--- src/rtl/wdfg_pkg.sv ---
`default_nettype none

package wdfg_pkg;

   // configuration register indexes
   typedef enum logic [2:0] {
      CSR_FRAME_CONTROL    = 3'd0,
      CSR_DURATION_ID      = 3'd1,
      CSR_DEST_ADDRESS     = 3'd2,
      CSR_SOURCE_ADDRESS   = 3'd3,
      CSR_BSSID_ADDRESS    = 3'd4,
      CSR_SEQUENCE_CONTROL = 3'd5,
      CSR_PRBS_SEED        = 3'd6
   } csr_index_type;

   typedef enum logic [1:0] {
      STATUS_OK         = 2'd0,
      STATUS_BAD_LENGTH = 2'd1,
      STATUS_NO_FRAME   = 2'd2
   } status_type;

   // what the back end does with one queued command
   typedef enum logic [2:0] {
      OP_HEADER     = 3'd0,
      OP_COUNT      = 3'd1,
      OP_PRBS       = 3'd2,
      OP_FCS        = 3'd3,
      OP_BAD_LENGTH = 3'd4,
      OP_NO_FRAME   = 3'd5
   } op_type;

   typedef struct packed {
      op_type     op;
      logic [7:0] value;    // header or counter byte
      logic [1:0] fcs_sel;  // fcs byte number, low byte first
      logic       first;    // first byte of a frame, crc restarts
      logic       last;
   } cmd_type;

   typedef struct packed {
      logic [15:0] frame_control;
      logic [15:0] duration_id;
      logic [47:0] dest_address;
      logic [47:0] source_address;
      logic [47:0] bssid_address;
      logic [15:0] sequence_control;
   } csr_regs_type;

   localparam logic [15:0] RESET_FRAME_CONTROL    = 16'h0008;
   localparam logic [15:0] RESET_DURATION_ID      = 16'h0000;
   localparam logic [47:0] RESET_DEST_ADDRESS     = 48'hFFFF_FFFF_FFFF;
   localparam logic [47:0] RESET_SOURCE_ADDRESS   = 48'h000E_4C00_0001;
   localparam logic [47:0] RESET_BSSID_ADDRESS    = 48'h0010_2030_4050;
   localparam logic [15:0] RESET_SEQUENCE_CONTROL = 16'h1870;
   localparam logic [30:0] RESET_PRBS_SEED        = 31'h007F_FFFF;

   localparam logic [31:0] CRC_POLY    = 32'hEDB8_8320;
   localparam logic [31:0] CRC_PRESET  = 32'hFFFF_FFFF;

   localparam logic [15:0] ACK_FC_KEEP = 16'h1003;
   localparam logic [15:0] ACK_FC_TYPE = 16'h00D4;  // type control, subtype ack

   localparam int ACK_LENGTH      = 14;
   localparam int MIN_DATA_LENGTH = 28;
   localparam int HEADER_BYTES    = 24;
   localparam int FCS_BYTES       = 4;

endpackage

`default_nettype wire

--- src/rtl/wdfg_csr.sv ---
`default_nettype none

module wdfg_csr
   import wdfg_pkg::*;
(
   input  wire logic         clock,
   input  wire logic         reset,
   input  wire logic         csr_valid,
   input  wire logic [2:0]   csr_index,
   input  wire logic [47:0]  csr_data,
   output csr_regs_type      regs,
   output logic              seed_load,
   output logic [30:0]       seed_value
);

   csr_regs_type regs_ff;
   csr_regs_type regs_in;

   always_comb begin
      regs_in    = regs_ff;
      seed_load  = 1'b0;
      seed_value = csr_data[30:0];
      if (csr_valid) begin
         unique case (csr_index_type'(csr_index))
            CSR_FRAME_CONTROL:    regs_in.frame_control    = csr_data[15:0];
            CSR_DURATION_ID:      regs_in.duration_id      = csr_data[15:0];
            CSR_DEST_ADDRESS:     regs_in.dest_address     = csr_data;
            CSR_SOURCE_ADDRESS:   regs_in.source_address   = csr_data;
            CSR_BSSID_ADDRESS:    regs_in.bssid_address    = csr_data;
            CSR_SEQUENCE_CONTROL: regs_in.sequence_control = csr_data[15:0];
            CSR_PRBS_SEED:        seed_load                = 1'b1;
            default:              regs_in                  = regs_ff;
         endcase
      end
   end

   always_ff @(posedge clock) begin
      if (reset) begin
         regs_ff.frame_control    <= RESET_FRAME_CONTROL;
         regs_ff.duration_id      <= RESET_DURATION_ID;
         regs_ff.dest_address     <= RESET_DEST_ADDRESS;
         regs_ff.source_address   <= RESET_SOURCE_ADDRESS;
         regs_ff.bssid_address    <= RESET_BSSID_ADDRESS;
         regs_ff.sequence_control <= RESET_SEQUENCE_CONTROL;
      end else begin
         regs_ff <= regs_in;
      end
   end

   assign regs = regs_ff;

endmodule

`default_nettype wire

--- src/rtl/wdfg_front.sv ---
`default_nettype none

module wdfg_front
   import wdfg_pkg::*;
#(
   parameter int MAX_FRAME_BYTES = 65535
)
(
   input  wire logic         clock,
   input  wire logic         reset,
   input  wire logic         push,
   input  wire logic         start,
   input  wire logic [15:0]  frame_length,
   input  wire logic         body_type,
   input  wire logic         broadcast,
   input  wire csr_regs_type regs,
   output cmd_type           cmd
);

   localparam int LEN_W = $clog2(MAX_FRAME_BYTES + 1);
   localparam int EXT_W = (LEN_W + 1 > 8) ? LEN_W + 1 : 8;

   logic             active_ff, active_in;
   logic [LEN_W-1:0] index_ff, index_in;
   logic [LEN_W-1:0] length_ff, length_in;
   logic             ack_ff, ack_in;
   logic             bcast_ff, bcast_in;
   logic             prbs_ff, prbs_in;

   logic             is_ack, is_data, cmd_ok;
   logic [LEN_W-1:0] cur_index, cur_length;
   logic             cur_ack, cur_bcast, cur_prbs;
   logic [EXT_W-1:0] idx_x, len_x, idx_plus4;
   logic             in_fcs, is_last;

   function automatic logic [7:0] octet(input logic [47:0] addr, input logic [2:0] k);
      return addr[8 * (5 - k) +: 8];
   endfunction

   function automatic logic [7:0] header_byte(input logic [4:0] i, input logic ack,
                                              input logic bc, input csr_regs_type r);
      logic [15:0] fc;
      fc = ack ? ((r.frame_control & ACK_FC_KEEP) | ACK_FC_TYPE) : r.frame_control;
      priority if (i < 5'd2)  return fc[8 * i[0] +: 8];
      else if (i < 5'd4)      return r.duration_id[8 * i[0] +: 8];
      else if (ack)           return octet(r.source_address, 3'(i - 5'd4));
      else if (i < 5'd10)     return bc ? 8'hFF : octet(r.dest_address, 3'(i - 5'd4));
      else if (i < 5'd16)     return octet(r.source_address, 3'(i - 5'd10));
      else if (i < 5'd22)     return octet(r.bssid_address, 3'(i - 5'd16));
      else                    return r.sequence_control[8 * (i == 5'd23) +: 8];
   endfunction

   always_comb begin
      is_ack  = frame_length == 16'(ACK_LENGTH);
      is_data = (frame_length >= 16'(MIN_DATA_LENGTH))
                && (32'(frame_length) <= 32'(MAX_FRAME_BYTES));
      cmd_ok  = start ? (is_ack || is_data) : active_ff;

      if (start) begin
         cur_index  = '0;
         cur_length = LEN_W'(frame_length);
         cur_ack    = is_ack;
         cur_bcast  = broadcast;
         cur_prbs   = body_type;
      end else begin
         cur_index  = index_ff;
         cur_length = length_ff;
         cur_ack    = ack_ff;
         cur_bcast  = bcast_ff;
         cur_prbs   = prbs_ff;
      end

      idx_x     = EXT_W'(cur_index);
      len_x     = EXT_W'(cur_length);
      idx_plus4 = idx_x + EXT_W'(FCS_BYTES);
      in_fcs    = idx_plus4 >= len_x;
      is_last   = (idx_x + EXT_W'(1)) >= len_x;

      cmd.value   = '0;
      cmd.fcs_sel = 2'(idx_plus4 - len_x);
      cmd.first   = start && cmd_ok;
      cmd.last    = cmd_ok && is_last;
      priority if (!cmd_ok) begin
         cmd.op = start ? OP_BAD_LENGTH : OP_NO_FRAME;
      end else if (in_fcs) begin
         cmd.op = OP_FCS;
      end else if (cur_ack || idx_x < EXT_W'(HEADER_BYTES)) begin
         cmd.op    = OP_HEADER;
         cmd.value = header_byte(idx_x[4:0], cur_ack, cur_bcast, regs);
      end else if (cur_prbs) begin
         cmd.op = OP_PRBS;
      end else begin
         cmd.op    = OP_COUNT;
         cmd.value = 8'(idx_x - EXT_W'(HEADER_BYTES));
      end

      active_in = active_ff;
      index_in  = index_ff;
      length_in = length_ff;
      ack_in    = ack_ff;
      bcast_in  = bcast_ff;
      prbs_in   = prbs_ff;
      if (push) begin
         if (start && !cmd_ok) begin
            active_in = 1'b0;
         end else if (cmd_ok) begin
            active_in = !is_last;
            index_in  = LEN_W'(idx_x + EXT_W'(1));
            length_in = cur_length;
            ack_in    = cur_ack;
            bcast_in  = cur_bcast;
            prbs_in   = cur_prbs;
         end
      end
   end

   always_ff @(posedge clock) begin
      if (reset) begin
         active_ff <= 1'b0;
         index_ff  <= '0;
         length_ff <= '0;
         ack_ff    <= 1'b0;
         bcast_ff  <= 1'b0;
         prbs_ff   <= 1'b0;
      end else begin
         active_ff <= active_in;
         index_ff  <= index_in;
         length_ff <= length_in;
         ack_ff    <= ack_in;
         bcast_ff  <= bcast_in;
         prbs_ff   <= prbs_in;
      end
   end

endmodule

`default_nettype wire

--- src/rtl/wdfg_queue.sv ---
`default_nettype none

module wdfg_queue
   import wdfg_pkg::*;
(
   input  wire logic    clock,
   input  wire logic    reset,
   input  wire logic    push,
   input  wire cmd_type push_cmd,
   output logic         full,
   input  wire logic    pop,
   output logic         pop_valid,
   output cmd_type      pop_cmd
);

   cmd_type    slot_ff [2];
   logic       wr_ptr_ff, wr_ptr_in;
   logic       rd_ptr_ff, rd_ptr_in;
   logic [1:0] count_ff, count_in;

   always_comb begin
      wr_ptr_in = wr_ptr_ff ^ push;
      rd_ptr_in = rd_ptr_ff ^ pop;
      count_in  = count_ff + 2'(push) - 2'(pop);
      full      = count_ff == 2'd2;
      pop_valid = count_ff != 2'd0;
      pop_cmd   = slot_ff[rd_ptr_ff];
   end

   always_ff @(posedge clock) begin
      if (push) begin
         slot_ff[wr_ptr_ff] <= push_cmd;
      end
   end

   always_ff @(posedge clock) begin
      if (reset) begin
         wr_ptr_ff <= 1'b0;
         rd_ptr_ff <= 1'b0;
         count_ff  <= '0;
      end else begin
         wr_ptr_ff <= wr_ptr_in;
         rd_ptr_ff <= rd_ptr_in;
         count_ff  <= count_in;
      end
   end

endmodule

`default_nettype wire

--- src/rtl/wdfg_back.sv ---
`default_nettype none

module wdfg_back
   import wdfg_pkg::*;
(
   input  wire logic        clock,
   input  wire logic        reset,
   input  wire logic        cmd_valid,
   input  wire cmd_type     cmd,
   output logic             cmd_pop,
   input  wire logic        seed_load,
   input  wire logic [30:0] seed_value,
   output logic             rsp_tvalid,
   input  wire logic        rsp_tready,
   output logic [7:0]       rsp_tdata,
   output logic             rsp_tlast,
   output logic [1:0]       rsp_tuser
);

   logic        out_valid_ff, out_valid_in;
   logic [7:0]  out_data_ff;
   logic        out_last_ff;
   status_type  out_status_ff;
   logic [31:0] crc_ff, crc_in;
   logic [30:0] prbs_ff, prbs_in;

   logic [7:0]  byte_val;
   logic [31:0] crc_base, fcs_word;
   logic [30:0] prbs_cur;
   status_type  status_val;
   logic        is_content;

   function automatic logic [31:0] crc_byte(input logic [31:0] c, input logic [7:0] b);
      logic [31:0] a;
      a = {24'd0, c[7:0] ^ b};
      for (int j = 0; j < 8; j++) begin
         a = (a[0] ? CRC_POLY : 32'd0) ^ (a >> 1);
      end
      return a ^ (c >> 8);
   endfunction

   function automatic logic [30:0] prbs_advance(input logic [30:0] x);
      logic [30:0] r;
      r = x;
      for (int j = 0; j < 8; j++) begin
         r = {r[29:0], r[30] ^ r[27]};
      end
      return r;
   endfunction

   always_comb begin
      cmd_pop    = cmd_valid && (!out_valid_ff || rsp_tready);
      prbs_cur   = (prbs_ff == '0) ? '1 : prbs_ff;
      crc_base   = cmd.first ? CRC_PRESET : crc_ff;
      fcs_word   = ~crc_ff;
      is_content = 1'b0;
      status_val = STATUS_OK;
      byte_val   = 8'd0;
      unique case (cmd.op)
         OP_HEADER, OP_COUNT: begin
            byte_val   = cmd.value;
            is_content = 1'b1;
         end
         OP_PRBS: begin
            byte_val   = prbs_cur[7:0];
            is_content = 1'b1;
         end
         OP_FCS:        byte_val   = fcs_word[8 * cmd.fcs_sel +: 8];
         OP_BAD_LENGTH: status_val = STATUS_BAD_LENGTH;
         OP_NO_FRAME:   status_val = STATUS_NO_FRAME;
         default:       status_val = STATUS_NO_FRAME;
      endcase

      crc_in = crc_ff;
      if (cmd_pop && is_content) begin
         crc_in = crc_byte(crc_base, byte_val);
      end
      prbs_in = prbs_ff;
      if (seed_load) begin
         prbs_in = seed_value;
      end else if (cmd_pop && cmd.op == OP_PRBS) begin
         prbs_in = prbs_advance(prbs_cur);
      end
      out_valid_in = cmd_pop || (out_valid_ff && !rsp_tready);
   end

   always_ff @(posedge clock) begin
      if (reset) begin
         out_valid_ff <= 1'b0;
         crc_ff       <= CRC_PRESET;
         prbs_ff      <= RESET_PRBS_SEED;
      end else begin
         out_valid_ff <= out_valid_in;
         crc_ff       <= crc_in;
         prbs_ff      <= prbs_in;
      end
   end

   always_ff @(posedge clock) begin
      if (cmd_pop) begin
         out_data_ff   <= byte_val;
         out_last_ff   <= cmd.last;
         out_status_ff <= status_val;
      end
   end

   assign rsp_tvalid = out_valid_ff;
   assign rsp_tdata  = out_data_ff;
   assign rsp_tlast  = out_last_ff;
   assign rsp_tuser  = out_status_ff;

   a_last_only_ok: assert property (@(posedge clock) disable iff (reset)
      out_valid_ff && out_last_ff |-> out_status_ff == STATUS_OK)
      else $error("last byte flagged on an error response");

   a_error_zero_data: assert property (@(posedge clock) disable iff (reset)
      out_valid_ff && out_status_ff != STATUS_OK |-> out_data_ff == 8'd0)
      else $error("error response carries nonzero data");

   a_seed_loads: assert property (@(posedge clock) disable iff (reset)
      seed_load |=> prbs_ff == $past(seed_value))
      else $error("prbs seed write not taken");

   a_crc_restart: assert property (@(posedge clock) disable iff (reset)
      cmd_pop && cmd.first && cmd.op == OP_HEADER
      |=> crc_ff == crc_byte(CRC_PRESET, $past(cmd.value)))
      else $error("crc did not restart on first byte");

endmodule

`default_nettype wire

--- src/rtl/wlan_data_frame_generator.sv ---
// 802.11 mpdu byte generator with crc-32 fcs
// req channel: one request per output byte. req_tuser = 1 starts a frame and
//   latches frame_length, body_type and broadcast from req_tdata; req_tuser = 0
//   asks for the next byte of the frame in progress
// rsp channel: one response per request, in order: the byte, tlast on the final
//   fcs byte, and a status in tuser (ok, bad length, no frame in progress)
// csr channel: register writes by index, always ready; write only while idle.
//   writing the prbs seed reloads the body prbs at once
// path: an accepted request is written into the command queue and is moved into the
//   output register once that register is empty or being taken; the response is registered
// throughput: one byte per cycle sustained while rsp_tready stays high; the front
//   end builds a command per request, the back end runs crc and prbs one byte per cycle
// stall: the response holds while rsp_tready is low; the two-entry command queue
//   fills and then req_tready falls
// reset: registers return to defaults, no frame active, crc preset, prbs at the
//   default seed; the prbs state carries over from frame to frame
`default_nettype none

module wlan_data_frame_generator
   import wdfg_pkg::*;
#(
   parameter int MAX_FRAME_BYTES = 65535
)
(
   input  wire logic        clock,
   input  wire logic        reset,
   // request channel
   input  wire logic        req_tvalid,
   output logic             req_tready,
   input  wire logic [23:0] req_tdata,   // frame_length[15:0], body_type[16], broadcast[17]
   input  wire logic        req_tuser,   // req_type
   // response channel
   output logic             rsp_tvalid,
   input  wire logic        rsp_tready,
   output logic [7:0]       rsp_tdata,   // data_byte[7:0]
   output logic             rsp_tlast,
   output logic [1:0]       rsp_tuser,   // status[1:0]
   // register write channel
   input  wire logic        csr_valid,
   output logic             csr_ready,
   input  wire logic [2:0]  csr_index,
   input  wire logic [47:0] csr_data
);

   csr_regs_type regs;
   logic         seed_load;
   logic [30:0]  seed_value;
   cmd_type      front_cmd, queue_cmd;
   logic         queue_full, queue_valid, queue_pop;
   logic         req_accept;

   // registers never stall a write
   assign csr_ready  = 1'b1;
   assign req_tready = !queue_full;
   assign req_accept = req_tvalid && req_tready;

   wdfg_csr u_csr (
      .clock      (clock),
      .reset      (reset),
      .csr_valid  (csr_valid),
      .csr_index  (csr_index),
      .csr_data   (csr_data),
      .regs       (regs),
      .seed_load  (seed_load),
      .seed_value (seed_value)
   );

   // frame sequencing: classifies each request and builds its command (header, counter, prbs or fcs byte)
   wdfg_front #(
      .MAX_FRAME_BYTES (MAX_FRAME_BYTES)
   ) u_front (
      .clock        (clock),
      .reset        (reset),
      .push         (req_accept),
      .start        (req_tuser),
      .frame_length (req_tdata[15:0]),
      .body_type    (req_tdata[16]),
      .broadcast    (req_tdata[17]),
      .regs         (regs),
      .cmd          (front_cmd)
   );

   // decouples request acceptance from response backpressure
   wdfg_queue u_queue (
      .clock     (clock),
      .reset     (reset),
      .push      (req_accept),
      .push_cmd  (front_cmd),
      .full      (queue_full),
      .pop       (queue_pop),
      .pop_valid (queue_valid),
      .pop_cmd   (queue_cmd)
   );

   // crc, prbs body and the response register
   wdfg_back u_back (
      .clock      (clock),
      .reset      (reset),
      .cmd_valid  (queue_valid),
      .cmd        (queue_cmd),
      .cmd_pop    (queue_pop),
      .seed_load  (seed_load),
      .seed_value (seed_value),
      .rsp_tvalid (rsp_tvalid),
      .rsp_tready (rsp_tready),
      .rsp_tdata  (rsp_tdata),
      .rsp_tlast  (rsp_tlast),
      .rsp_tuser  (rsp_tuser)
   );

endmodule

`default_nettype wire
--- config.mk ---
export PLATFORM = sky130hd
export DESIGN_NAME = wlan_data_frame_generator
export DESIGN_NICKNAME = d
export VERILOG_FILES = /design/src/rtl/wdfg_pkg.sv /design/src/rtl/wdfg_csr.sv /design/src/rtl/wdfg_front.sv /design/src/rtl/wdfg_queue.sv /design/src/rtl/wdfg_back.sv /design/src/rtl/wlan_data_frame_generator.sv
export SDC_FILE = /design/constraint.sdc
export NUM_CORES = 1
export LEC_CHECK = 0
export ABC_AREA = 1
export CAP_MARGIN = 20
export CORE_UTILIZATION = 55
export CTS_CLUSTER_SIZE = 20
export DETAILED_ROUTE_END_ITERATION = 12
export DONT_BUFFER_PORTS = 1
export PLACE_DENSITY = 0.72
export REMOVE_ABC_BUFFERS = 1
export SLEW_MARGIN = 0
export SYNTH_ARGS = -nofsm -noshare
export SYNTH_HDL_FRONTEND = slang
export SYNTH_SLANG_ARGS = --single-unit
--- constraint.sdc ---
create_clock -name clock -period 5.18 [get_ports clock]
set_input_delay 1.036 -clock clock [delete_from_list [all_inputs] [get_ports clock]]
set_output_delay 1.036 -clock clock [all_outputs]
set_load 0.05 [all_outputs]
; ---- Word-level counts from Yosys, hierarchy flattened
; Memory sizes are Yosys's and may differ from the RTL's. A register that Yosys moved wholly into a read port is not among the register bits.
; Index checks and enable logic that the tools add are counted.
[word_totals]
regBits = 307
mem_bits_rw = 30
input_bits = 81
out_inout_bits = 14
elab_cells = 164
mem_count = 1
[mem_list]
columns = name, words, width, rd, rd_ports_with_merged_regs, write_ports, line
row1 = u_queue.slot_ff, 2, 15, 1, 1, 1, wdfg_queue.sv:16  ; cmd_type slot_ff [2];
[op_classes]
add_sub_neg = 12
order_cmp = 9
eq_ne = 13
n_shift = 8
n_mux = 44
bitwise_logic = 22
n_reduce_logical = 34
[ops]
columns = cell, count
row1 = 32-bit 2-to-1 mux, 9
row2 = 32-bit by 31-bit bitwise XOR with 32-bit output, 7
row3 = 48-bit by 33-bit indexed part select with 8-bit output, 4
row4 = 31-bit 2-to-1 mux, 3
row5 = 8-bit 2-to-1 mux, 10
row6 = 16-bit 2-to-1 mux, 3
row7 = 16-bit by 5-bit indexed part select with 8-bit output, 3
row8 = 17-bit by 16-bit greater-or-equal comparator with 1-bit output, 2
row9 = 32-bit NOT, 1
row10 = 32-bit by 6-bit indexed part select with 8-bit output, 1
row11 = 32-bit by 24-bit bitwise XOR with 32-bit output, 1
row12 = 32-bit by 7-bit bitwise XOR with 32-bit output, 1
row13 = 31-bit zero test, 1
row14 = 8-bit case mux with 3 select lines, 1
row15 = 16-bit by 1-bit adder with 17-bit output (second input constant), 1
row16 = 16-bit by 3-bit adder with 17-bit output (second input constant), 1
row17 = 16-bit by 4-bit == test with 1-bit output (second input constant), 1
row18 = 16-bit by 5-bit greater-or-equal comparator with 1-bit output (second input constant), 1
row19 = 16-bit by 5-bit less-than comparator with 1-bit output (second input constant), 1
row20 = 2-bit AND reduction, 7
row21 = 1-bit 2-to-1 mux, 13
row22 = 3-bit by 2-bit == test with 1-bit output (second input constant), 4
row23 = 3-bit == test (second input constant), 4
row24 = 3-bit by 3-bit subtractor with 4-bit output (first input constant), 3
row25 = other kinds (30), 59

; ---- Depth between registers and ports, before layout
; Gate-level depths: netlist of the first run.
[depth]
ltp_word = 21
depth_mapped = 25
mapped_depth_nobuf = 22

; ---- Modules after synthesis
; A second synthesis of the first run with hierarchy kept.
[hier_totals]
hier_cells = 3049
area_unflattened_um2 = 19972.9
[modules_own_cells]
columns = module, n_inst, cells_per_inst, area_each_um2, seq_area_each_um2
row1 = wdfg_csr, 1, 1063, 7559.8, 3843.7
row2 = wdfg_front, 1, 1180, 6140.9, 720.7
row3 = wdfg_back, 1, 727, 4903.5, 1611.5
row4 = wdfg_queue, 1, 74, 1343.8, 980.9
row5 = wlan_data_frame_generator, 1, 5, 25.0, 0.0

; ---- Least setup slack after synthesis of the first run
; OpenSTA, ideal clock, no wires.
[synth_path]
kind = input -> register
startpoint = input port req_tuser
endpoint = memory u_queue.slot_ff[0][10] (netlist bit), data pin
setup_ps = 270
arrival_time_ps = 4168
t_required_ps = 4910
setup_slack_ps = 741
stages = 23
path_buffers = 4
cell_sequence = buf_2 buf_2 buf_2 clkbuf_1 nor2_1 ha_1 inv_1 nor2_1 inv_1 nor3_1 nand2_1 inv_1 nand2_1 xor2_1 ha_1 nand2_1 inv_1 nand3_1 inv_1 nand4_1 or3b_1 nand4_2 a21oi_1
[synth_lines]
columns = element, line
row1 = from (decl), wlan_data_frame_generator.sv:31  ; input wire logic req_tuser,
row2 = to (decl), wdfg_queue.sv:16

; ---- Worst setup path in the final report of the first run
[layout_path]
startpoint = input port req_tuser
endpoint = register u_front.active_ff
[layout_between]
elab_chain_len = 6
elab_cells_between_ends = 12
cone_classes = add/sub: 1 / order compare: 1 / mux: 5 / reduce/logical: 5
[layout_rtl]
columns = element, line
row1 = 16-bit 2-to-1 mux, wdfg_front.sv:59  ; if (start) begin
row2 = 16-bit by 1-bit adder with 17-bit output, wdfg_front.sv:77  ; is_last = (idx_x + EXT_W'(1)) >= len_x;
row3 = 17-bit by 16-bit greater-or-equal comparator with 1-bit output, wdfg_front.sv:77
row4 = 1-bit zero test, wdfg_front.sv:107  ; active_in = !is_last;
row5 = 1-bit 2-to-1 mux, wdfg_front.sv:106  ; end else if (cmd_ok) begin
row6 = 1-bit 2-to-1 mux, wdfg_front.sv:104  ; if (start && !cmd_ok) begin
row7 = to (signal assigned), wdfg_front.sv:126  ; active_ff <= active_in;
row8 = to (decl), wdfg_front.sv:23  ; logic active_ff, active_in;
; Several ways; a longest one is shown, not always the timed one. The select of a mux whose other input is x is not followed.
; A chain may end at the register's enable or synchronous reset.

==> metrics, run 1 <==
status complete, no violations; # setup viols final 0; first-pass GRT wire length 85400 um; Residual DRC 0; Worst EP required 5.60 ns; EDFF count, synth 41; Synth Warn # 0; combinational family with the most area after synthesis simple AND/OR/NAND/NOR gates; post-synthesis xor/xnor area fraction 3.02%; post-route design area 0.0193 mm2; initial antenna violation count 0; Worst Path Buf+Inv 3; first-pass detailed-route iteration total 5; clk_skew 0.0215 ns; Post-Route WL 53400 um; Clock transition at path regs 0.06 ns; max_cap viols 0; Largest stage delay, worst path 0.52 ns; ys async rst share 0%; Root Driver clkbuf_16; FF-to-FF Start u_front.index_ff[2]$_SDFFE_PP0P_; Top-Level Pins 95; fillers 2920; post-synthesis register bit count 337; Final period util 76.8%; P&R area growth vs syn 8.10%; I/O Buffers 0; RSZ-0062 raised after global routing no; Mapped Cells 2531; worst r2r dst u_front.active_ff$_SDFFE_PP0P_; vias in the first global route 16000; critical path type in -> reg; r2r worst-path depth 20; Max Slew Vio Count 0; largest net degree at the start of global routing 109; Hold-fix buffers, CTS 0; area post-placement 0.0181 mm2; ranking of synthesized cells by area dfxtp_1 (33%), nand2_1 (11%), o21ai_0 (8.4%), nor2_1 (7.7%), edfxtp_1 (6.9%); synth cell count leaders nand2_1 (517), nor2_1 (368), o21ai_0 (299); hold path cells 2; Worst Setup Start Kind primary input; top-count cell post-synth nand2_1; Crit path max-delay family simple AND/OR/NAND/NOR gates; top_reg_cell synth dfxtp_1; hold_sp u_front.length_ff[3]$_SDFFE_PP0P_; Reg area 0.00716 mm2; die height 182 um; CTS resizes 0; number of H-tree levels 2; Via-to-Cell Ratio 5.93; CP endpoint kind flop; gr usage total 32.2%; CTS Buf Count 37; dpl hpwl 35900 um; Arr. time, crit path 4.40 ns; simple-gate share of the synthesized area 26.0%; maximum vdd drop 0.341 mV; Hold Path Class reg -> reg; Routed WL per cell 18.4 um; sequence of cells on the critical path nor2_2 -> ha_1 -> inv_1 -> nor2_1 -> inv_1 -> nor2_1 -> nand2_1 -> nor4_1 -> nand2_1 -> xor2_1 -> ha_1 -> nand2_1 -> nor2_1 -> nand2_1 -> or3_1 -> o2111ai_1 -> o22ai_1 -> inv_1 -> nor2_1; GP Congestion 0.943; Lkg Pwr 0.00857 uW; Diodes inserted 0; Synth Area per Inst 7.06 um2; register area share after synthesis 40.1%; Fin. Hold Viols 0; Starting Density 56.3%; crit path time final 3.98 ns; post-route ant nets 0; via count 17200; multi-input logic area 0.00945 mm2; maximum clock insertion buffer count 3; power density over the cells 516 mW/mm2; top achievable clock speed 251 MHz; post-CTS setup buffers 0; Clock Latency Late Sink 0.53 ns; Site Rows 65; layout cells sized above 1 6.45%; CTS Sinks 337; multiplexer area fraction after synthesis 0.448%; CTS tree built; max_slew headroom 28.3%; CP max stage cell nor4_1; CP Max Fanout 34; Synth Area in Compound Gates 20.1%; actual slew at the worst max-slew pin 1.08 ns; Distinct cells, synth 58; GR Overflow Total 0; die area 0.0332 mm2; share of the synthesized area in the top cell type 33.2%; Post-Synth Adder-Cell Area 3.22%; Placeable Area 0.0317 mm2; WHS Endpoint u_front.length_ff[3]$_SDFFE_PP0P_; Post-Syn Area 0.0179 mm2; reg-to-reg setup timing slack 1.32 ns; die width 182 um; Initial DRC Count 2040; Nets 2597; post-synth top area cell dfxtp_1; final hold slack 0.449 ns
## state kept, by name, summed over array words and instances, names as in the netlist
signal and cells:
u_front.ack_ff 1, u_front.prbs_ff 1, u_back.rsp_tuser 2, u_back.rsp_tdata 8
u_front.active_ff 1, u_back.rsp_tvalid 1, u_queue.slot_ff 30, u_back.rsp_tlast 1
u_back.crc_ff 32, u_back.prbs_ff 31, u_queue.count_ff 2, u_front.length_ff 16
u_front.index_ff 16, u_queue.rd_ptr_ff 1, u_csr.regs 192, u_queue.wr_ptr_ff 1
u_front.bcast_ff 1
## final cells by class
class / count / area share [%]
clock inverter: 13 / 0.745
sequential: 337 / 37.1
inverter: 196 / 3.86
multi-input combinational: 1867 / 49.0
clock buffer: 54 / 5.49
tap: 402 / 2.61
timing repair buffer: 31 / 1.27
## where the power goes
| group | internal [uW] | leakage, uW | total (uW) | switching (uW) |
|---|---|---|---|---|
| Sequential | 3060 | 0.00281 | 3470 | 406 |
| Clock | 1570 | 0.000594 | 2660 | 1090 |
| Combinational | 1190 | 0.00516 | 3830 | 2640 |
## worst register-to-register path, delay by kind of cell (launching register included)
family | cells | cell delay (ns)
AO/OA/AOI/OAI | 2 | 0.26
XOR/XNOR | 1 | 0.20
adder cells (fa/ha/maj) | 2 | 0.57
buffers and inverters | 4 | 0.30
flip-flops | 1 | 0.33
AND/OR/NAND/NOR | 11 | 2.10
## kinds of logic (layout without fill, tap and decap cells)
logic type / count (synthesis) / after routing
other: 1 / 1
adder cells (fa/ha/maj): 46 / 46
XOR/XNOR: 56 / 56
buffers and inverters: 327 / 294
AO/OA/AOI/OAI: 643 / 643
flip-flops: 337 / 337
multiplexers: 8 / 8
AND/OR/NAND/NOR: 1113 / 1113
## worst max-delay path by stage
stage,startpoint,slack [ns],cells after the start,endpoint
after floorplan,req_tuser,-1.24,17,u_front.active_ff$_SDFFE_PP0P_
after global placement,req_tuser,0.81,19,u_front.active_ff$_SDFFE_PP0P_
after detailed placement,req_tuser,0.76,19,u_front.active_ff$_SDFFE_PP0P_
after CTS,req_tuser,1.29,19,u_front.active_ff$_SDFFE_PP0P_
after global routing,req_tuser,0.91,21,u_queue.slot_ff[1][12]$_DFFE_PP_
final,req_tuser,1.20,19,u_front.active_ff$_SDFFE_PP0P_
## cell usage in the layout, fill, tap and decap left out, types with 7 or more instances in the layout
master,n
clkbuf_16,37
o21ai_0,299
or2_2,17
nand2_2,15
clkbuf_8,7
mux2i_1,8
o211ai_1,59
nor3_1,28
clkinv_1,11
buf_4,30
nor2_2,13
nand2_1,516
dfxtp_1,296
o31ai_1,10
edfxtp_1,41
nor2_1,363
nand3_1,111
nand4_1,25
xor2_1,41
inv_1,180
ha_1,46
o22ai_1,23
clkbuf_1,10
nor4_1,7
o21ai_1,10
xnor2_1,10
a21oi_1,203
## metal layers
metal / routed length, um / global-route usage (%) / part of all wire (%)
met2: 23700 / 50.2 / 44
met5: 0 / 0 / 0
met3: 4450 / 5.19 / 8.3
met1: 23700 / 45.2 / 44
met4: 1550 / 10.7 / 2.9
## through the flow
stage / cells / setup WS (ns) / util (%) / power, uW / TNS, ns
after global routing: 2900 / 0.906 / 60.9 / 10600 / 0
after CTS: 2899 / 1.29 / 60.8 / 9900 / 0
after detailed placement: 2832 / 0.758 / 57.0 / 7250 / 0
after global placement: 2832 / 0.810 / 57.0 / 7150 / 0
final: 2900 / 1.20 / 60.9 / 9960 / 0
after floorplan: 2400 / -1.24 / - / 6280 / -42.76
Power figures use the tool's default switching activity.
==> run 2, diff against run 1 <==
--- a/config.mk
+++ b/config.mk
@@ -5,7 +5,7 @@
 export SDC_FILE = /design/constraint.sdc
 export NUM_CORES = 1
 export LEC_CHECK = 0
-export ABC_AREA = 1
+export ABC_AREA = 0
 export CAP_MARGIN = 20
 export CORE_UTILIZATION = 55
 export CTS_CLUSTER_SIZE = 20
==> constraint.sdc (replaced) <==
create_clock -name clock -period 3.96 [get_ports clock]
set_input_delay 0.792 -clock clock [delete_from_list [all_inputs] [get_ports clock]]
set_output_delay 0.792 -clock clock [all_outputs]
set_load 0.05 [all_outputs]
==> run 2 against run 1 <==
  * Combinational power increased by 9.7%
  * Die area fell by 0.29%
  * Cell count shrank 13%
  * Worst setup slack got worse by 0.88 ns
  * Clock skew is 0.0075 ns lower
  * Highest routed layer unchanged
==> metrics, run 2 <==
status complete, no violations; Fin. Hold Viols 0; largest net degree at the start of global routing 186; Reg area 0.00716 mm2; I/O Buffers 0; RSZ-0062 raised after global routing no; critical path type reg -> reg; top achievable clock speed 275 MHz; commonest non-fill, non-tap cell in the layout nand2_1; Diodes inserted 0; post-synth top area cell dfxtp_1; Clock Latency Late Sink 0.53 ns; Via-to-Cell Ratio 6.13; sequence of cells on the critical path nand2b_1 -> inv_1 -> ha_1 -> nand2_1 -> nor2_1 -> nand4_1 -> or3_1 -> a21oi_1 -> ha_1 -> nand3_1 -> nor2_1 -> a21oi_1 -> a21boi_0 -> o21ai_0 -> o211ai_1 -> a21oi_1 -> nand2b_1 -> buf_4 -> a21oi_1; power density over the cells 624 mW/mm2; top-count cell post-synth nand2_1; number of H-tree levels 2; fin cells 2520; Worst Setup Start Kind flop; ranking of synthesized cells by area dfxtp_1 (33%), nand2_1 (11%), mux2i_1 (7.3%), edfxtp_1 (6.9%), a21oi_1 (5.8%); Nets 2220; Starting Density 56.1%; Synth Warn # 0; Residual DRC 0; Max Slew Vio Count 0; layout cells sized above 1 9.35%; Hold Path Class in -> reg; register area share after synthesis 40.2%; Distinct cells, synth 84; Mapped Cells 2129; Initial DRC Count 1624; die width 182 um; post-synthesis register bit count 337; CP endpoint kind flop; max_slew headroom 32.8%; fillers 2758; # setup viols final 0; CTS Sinks 337; CP max stage cell dfxtp_1; Site Rows 65; die height 182 um; dpl hpwl 34400 um; Synth Area per Inst 8.37 um2; CP Max Fanout 7; area post-placement 0.0184 mm2; Top-Level Pins 95; Post-Syn Area 0.0178 mm2; post-route design area 0.0197 mm2; maximum clock insertion buffer count 3; multi-input logic area 0.0100 mm2; first-pass detailed-route iteration total 6; number of flip-flops in the largest register 192; EDFF count, synth 41; max_cap viols 0; Lkg Pwr 0.00741 uW; Cells after DPL 2456; Placeable Area 0.0317 mm2; maximum vdd drop 0.438 mV; initial antenna violation count 0; Final period util 91.9%; vias in the first global route 14900; Root Driver clkbuf_16; CTS Buf Count 37; actual slew at the worst max-slew pin 1.01 ns; first-pass GRT wire length 80400 um; CTS tree built; via count 15400; share of the synthesized area in the top cell type 33.3%; P&R area growth vs syn 10.7%; clk_skew 0.0140 ns; GR Overflow Total 0; Worst EP required 4.30 ns; GP Congestion 0.896; Clock transition at path regs 0.06 ns; post-CTS setup buffers 0; CP dominant cell by count a21oi_1; Post-Route WL 50400 um; Arr. time, crit path 3.98 ns; commonest cells after routing, fill and taps aside nand2_1 (524), dfxtp_1 (295), a21oi_1 (206); crit path time final 3.64 ns; post-route ant nets 0; top_reg_cell synth dfxtp_1; Largest stage delay, worst path 0.47 ns; synth cell count leaders nand2_1 (524), dfxtp_1 (296), a21oi_1 (206); Routed WL per cell 20.0 um; ys async rst share 0%; gr usage total 30.5%; die area 0.0331 mm2
run 2: critical path: cells and delay by family (launching register included):
| family | cells | cell delay (ns) |
|---|---|---|
| AO/OA/AOI/OAI | 7 | 1.05 |
| AND/OR/NAND/NOR | 8 | 1.20 |
| flip-flops | 1 | 0.47 |
| adder cells (fa/ha/maj) | 2 | 0.41 |
| buffers and inverters | 2 | 0.30 |
run 2: repair_timing:
action	4_1_cts	5_1_grt
resized for setup	0	3
hold buffers	0	0
setup endpoints to repair	0	1
run 2: report_power, final:
| part | leakage, uW | switching, uW | internal, uW |
|---|---|---|---|
| clock | 0.000655 | 1410 | 2350 |
| combinational | 0.00395 | 2240 | 1950 |
| sequential | 0.00280 | 460 | 3890 |
run 2: path summary, 6_finish.rpt:
kind                                                       start                              end  slack [ns]  cells past startpoint
worst max-delay path            u_front.index_ff[3]$_SDFFE_PP0P_  u_queue.slot_ff[0][8]$_DFFE_PP_        0.32                     19
worst min-delay path                                       reset      u_csr.regs[55]$_SDFFE_PP0P_        0.35                      1
worst max register to register  u_front.index_ff[3]$_SDFFE_PP0P_  u_queue.slot_ff[0][8]$_DFFE_PP_        0.32                     19
worst min register to register      u_csr.regs[111]$_SDFFE_PP0P_     u_csr.regs[111]$_SDFFE_PP0P_        0.45                      2
run 2: area by class of cell:
cell class | count | area share [%]
Tap cell | 402 | 2.55
Inverter | 26 | 0.501
Multi-Input combinational cell | 1618 | 50.9
Clock inverter | 19 | 1.37
Clock buffer | 45 | 5.37
Sequential cell | 337 | 36.3
Timing Repair Buffer | 73 | 2.99
run 2: per-stage QoR:
step	hold WS, ns	util [%]	setup TNS [ns]	total power [uW]	setup WS (ns)
finish	0.346	62.1	0	12300	0.320
global route	0.346	62.1	0	12900	0.0339
CTS	0.348	62.1	0	12300	0.0594
detailed placement	0.442	57.9	-0.383	8570	-0.250
global placement	0.437	57.9	-0.125	8470	-0.0980
floorplan	0.426	-	-159.51	7630	-2.26
run 2: per-layer routing:
metal  wire (um)  track usage, %  vias to the layer above  share of wire (%)
li1            -               -                     7348                  -
met1       21500            41.1                     7319                 43
met2       22900            48.9                      656                 45
met3        4270            4.85                      123                8.5
met4        1770            12.1                        0                3.5
met5           0               0                        -                  0
run 2: logic make-up (layout without fill, tap and decap cells):
| kind of cell | count (synthesis) | after routing | synth area share (%) |
|---|---|---|---|
| compound gates | 426 | 426 | 14.8 |
| xor+xnor | 96 | 96 | 5.85 |
| fa+ha+maj | 46 | 46 | 3.23 |
| buf+inv | 174 | 163 | 3.81 |
| flops | 337 | 337 | 40.2 |
| mux | 159 | 159 | 10.5 |
| other cells | 1 | 1 | 0.0211 |
| simple gates | 890 | 890 | 21.6 |
==> run 3, diff against run 2 <==
--- a/config.mk
+++ b/config.mk
@@ -8,6 +8,7 @@
 export ABC_AREA = 0
 export CAP_MARGIN = 20
 export CORE_UTILIZATION = 55
+export CTS_BUF_LIST = sky130_fd_sc_hd__clkbuf_4 sky130_fd_sc_hd__clkbuf_8
 export CTS_CLUSTER_SIZE = 20
 export DETAILED_ROUTE_END_ITERATION = 12
 export DONT_BUFFER_PORTS = 1
==> run 3 against run 2 <==
  * Die area unchanged
  * First-iteration DRC count decreased by 12%
  * Register-to-register slack better by 0.03 ns
  * Critical path type unchanged
  * Hold slack lost 0.085 ns
  * Routed wire length shrank 0.22%
  * Maximum frequency increased by 0.91%
  * Sequential share of layout area increased by 0.44 points
  * Largest cell class unchanged
  * Via count about the same
  * Cell count grew 1.4%
  * Critical endpoint is now u_front.active_ff$_SDFFE_PP0P_
  * Power decreased by 6.0%
==> metrics, run 3 (same netlist as run 2, synthesis figures left out) <==
status complete, no violations; post-route design area 0.0195 mm2; Placeable Area 0.0317 mm2; total design power 11600 uW; clk_skew 0.0339 ns; CTS Sinks 337; M1 GR Usage 40.5%; GP Congestion 0.896; critical path type reg -> reg; Final period util 91.1%; Via-to-Cell Ratio 6.05; via count 15500; max_slew headroom 32.6%; commonest non-fill, non-tap cell in the layout nand2_1; Residual DRC 0; Hold Path Class in -> reg; sequence of cells on the critical path inv_1 -> nor2_1 -> buf_4 -> ha_1 -> nand3_1 -> nor2_1 -> nand4_1 -> or3_1 -> a21oi_1 -> ha_1 -> nand2_1 -> nor4_1 -> a2111oi_1 -> buf_4 -> nor4b_2 -> a32o_1; CTS tree built; post-route ant nets 0; area post-placement 0.0184 mm2; CTS Buf Count 56; Top-Level Pins 95; # setup viols final 0; largest net degree at the start of global routing 186; vias in the first global route 14900; first-pass detailed-route iteration total 5; die area 0.0331 mm2; layout cells sized above 1 10.9%; Diodes inserted 0; Worst Path Buf+Inv 3; top achievable clock speed 277 MHz; GR Overflow Total 0; Root Driver clkbuf_8; fin cells 2555; power density over the cells 593 mW/mm2; CP endpoint kind flop; Fin. Hold Viols 0; commonest cells after routing, fill and taps aside nand2_1 (524), dfxtp_1 (295), a21oi_1 (205); die width 182 um; first-pass GRT wire length 79900 um; die height 182 um; Starting Density 56.1%; CP max stage cell or3_1; gr usage total 30.5%; Lkg Pwr 0.00735 uW; Hold-fix buffers, CTS 0; grt met2 use 48.5%; Crit path max-delay family simple AND/OR/NAND/NOR gates; post-CTS setup buffers 0; actual slew at the worst max-slew pin 1.01 ns; I/O Buffers 0; Setup TNS 0 ns; CP Max Fanout 5; number of H-tree levels 2; dpl hpwl 34400 um; Nets 2239; CTS resizes 0; P&R area growth vs syn 9.34%; Worst EP required 4.50 ns; maximum vdd drop 0.438 mV; Post-Route WL 50300 um; Cells after DPL 2456; Site Rows 65; Clock Latency Late Sink 0.63 ns; Arr. time, crit path 4.15 ns; initial antenna violation count 0; Worst Setup Start Kind flop; RSZ-0062 raised after global routing no; Routed WL per cell 19.7 um; Largest stage delay, worst path 0.40 ns; gr busiest metal met2; crit path time final 3.61 ns; Initial DRC Count 1426; met3 usage 5.64%; maximum clock insertion buffer count 3; number of flip-flops in the largest register 192; Clock transition at path regs 0.06 ns; max_cap viols 0; Max Slew Vio Count 0
-- run 3: area by class of cell --
cell class | count | area (um2)
multi-input combinational | 1618 | 10000
clock buffer | 82 | 1000
clock inverter | 17 | 85.1
tap | 402 | 503
sequential | 337 | 7160
inverter | 26 | 98.8
timing repair buffer | 73 | 589
fill | 2822 | 12200
-- run 3: where the power goes --
part | internal, uW | switching (uW) | leakage [uW] | total, uW
registers | 3890 | 458 | 0.00280 | 4350
clock network | 1620 | 1400 | 0.000589 | 3020
logic | 1950 | 2240 | 0.00395 | 4190
total | 7460 | 4100 | 0.00735 | 11600
-- run 3: worst paths after layout --
kind                               startpoint                             end  slack [ns]  cells past startpoint
max          u_front.index_ff[2]$_SDFFE_PP0P_  u_front.active_ff$_SDFFE_PP0P_        0.35                     16
min                                     reset     u_csr.regs[55]$_SDFFE_PP0P_        0.26                      1
max reg2reg  u_front.index_ff[2]$_SDFFE_PP0P_  u_front.active_ff$_SDFFE_PP0P_        0.35                     16
min reg2reg      u_csr.regs[111]$_SDFFE_PP0P_    u_csr.regs[111]$_SDFFE_PP0P_        0.45                      2
-- run 3: metal layers --
metal | share of wire [%] | wire (um) | vias to the layer above
li1 | - | - | 7394
met1 | 43 | 21400 | 7270
met2 | 45 | 22600 | 664
met3 | 8.7 | 4390 | 127
met4 | 3.9 | 1950 | 0
met5 | 0 | 0 | -
-- run 3: per-stage QoR --
step	utilization, %	hold WS (ns)	worst slack [ns]
global route	61.4	0.243	0.0819
finish	61.4	0.261	0.353
global placement	57.9	0.437	-0.0980
floorplan	-	0.426	-2.26
CTS	61.4	0.242	0.0586
detailed placement	57.9	0.442	-0.250
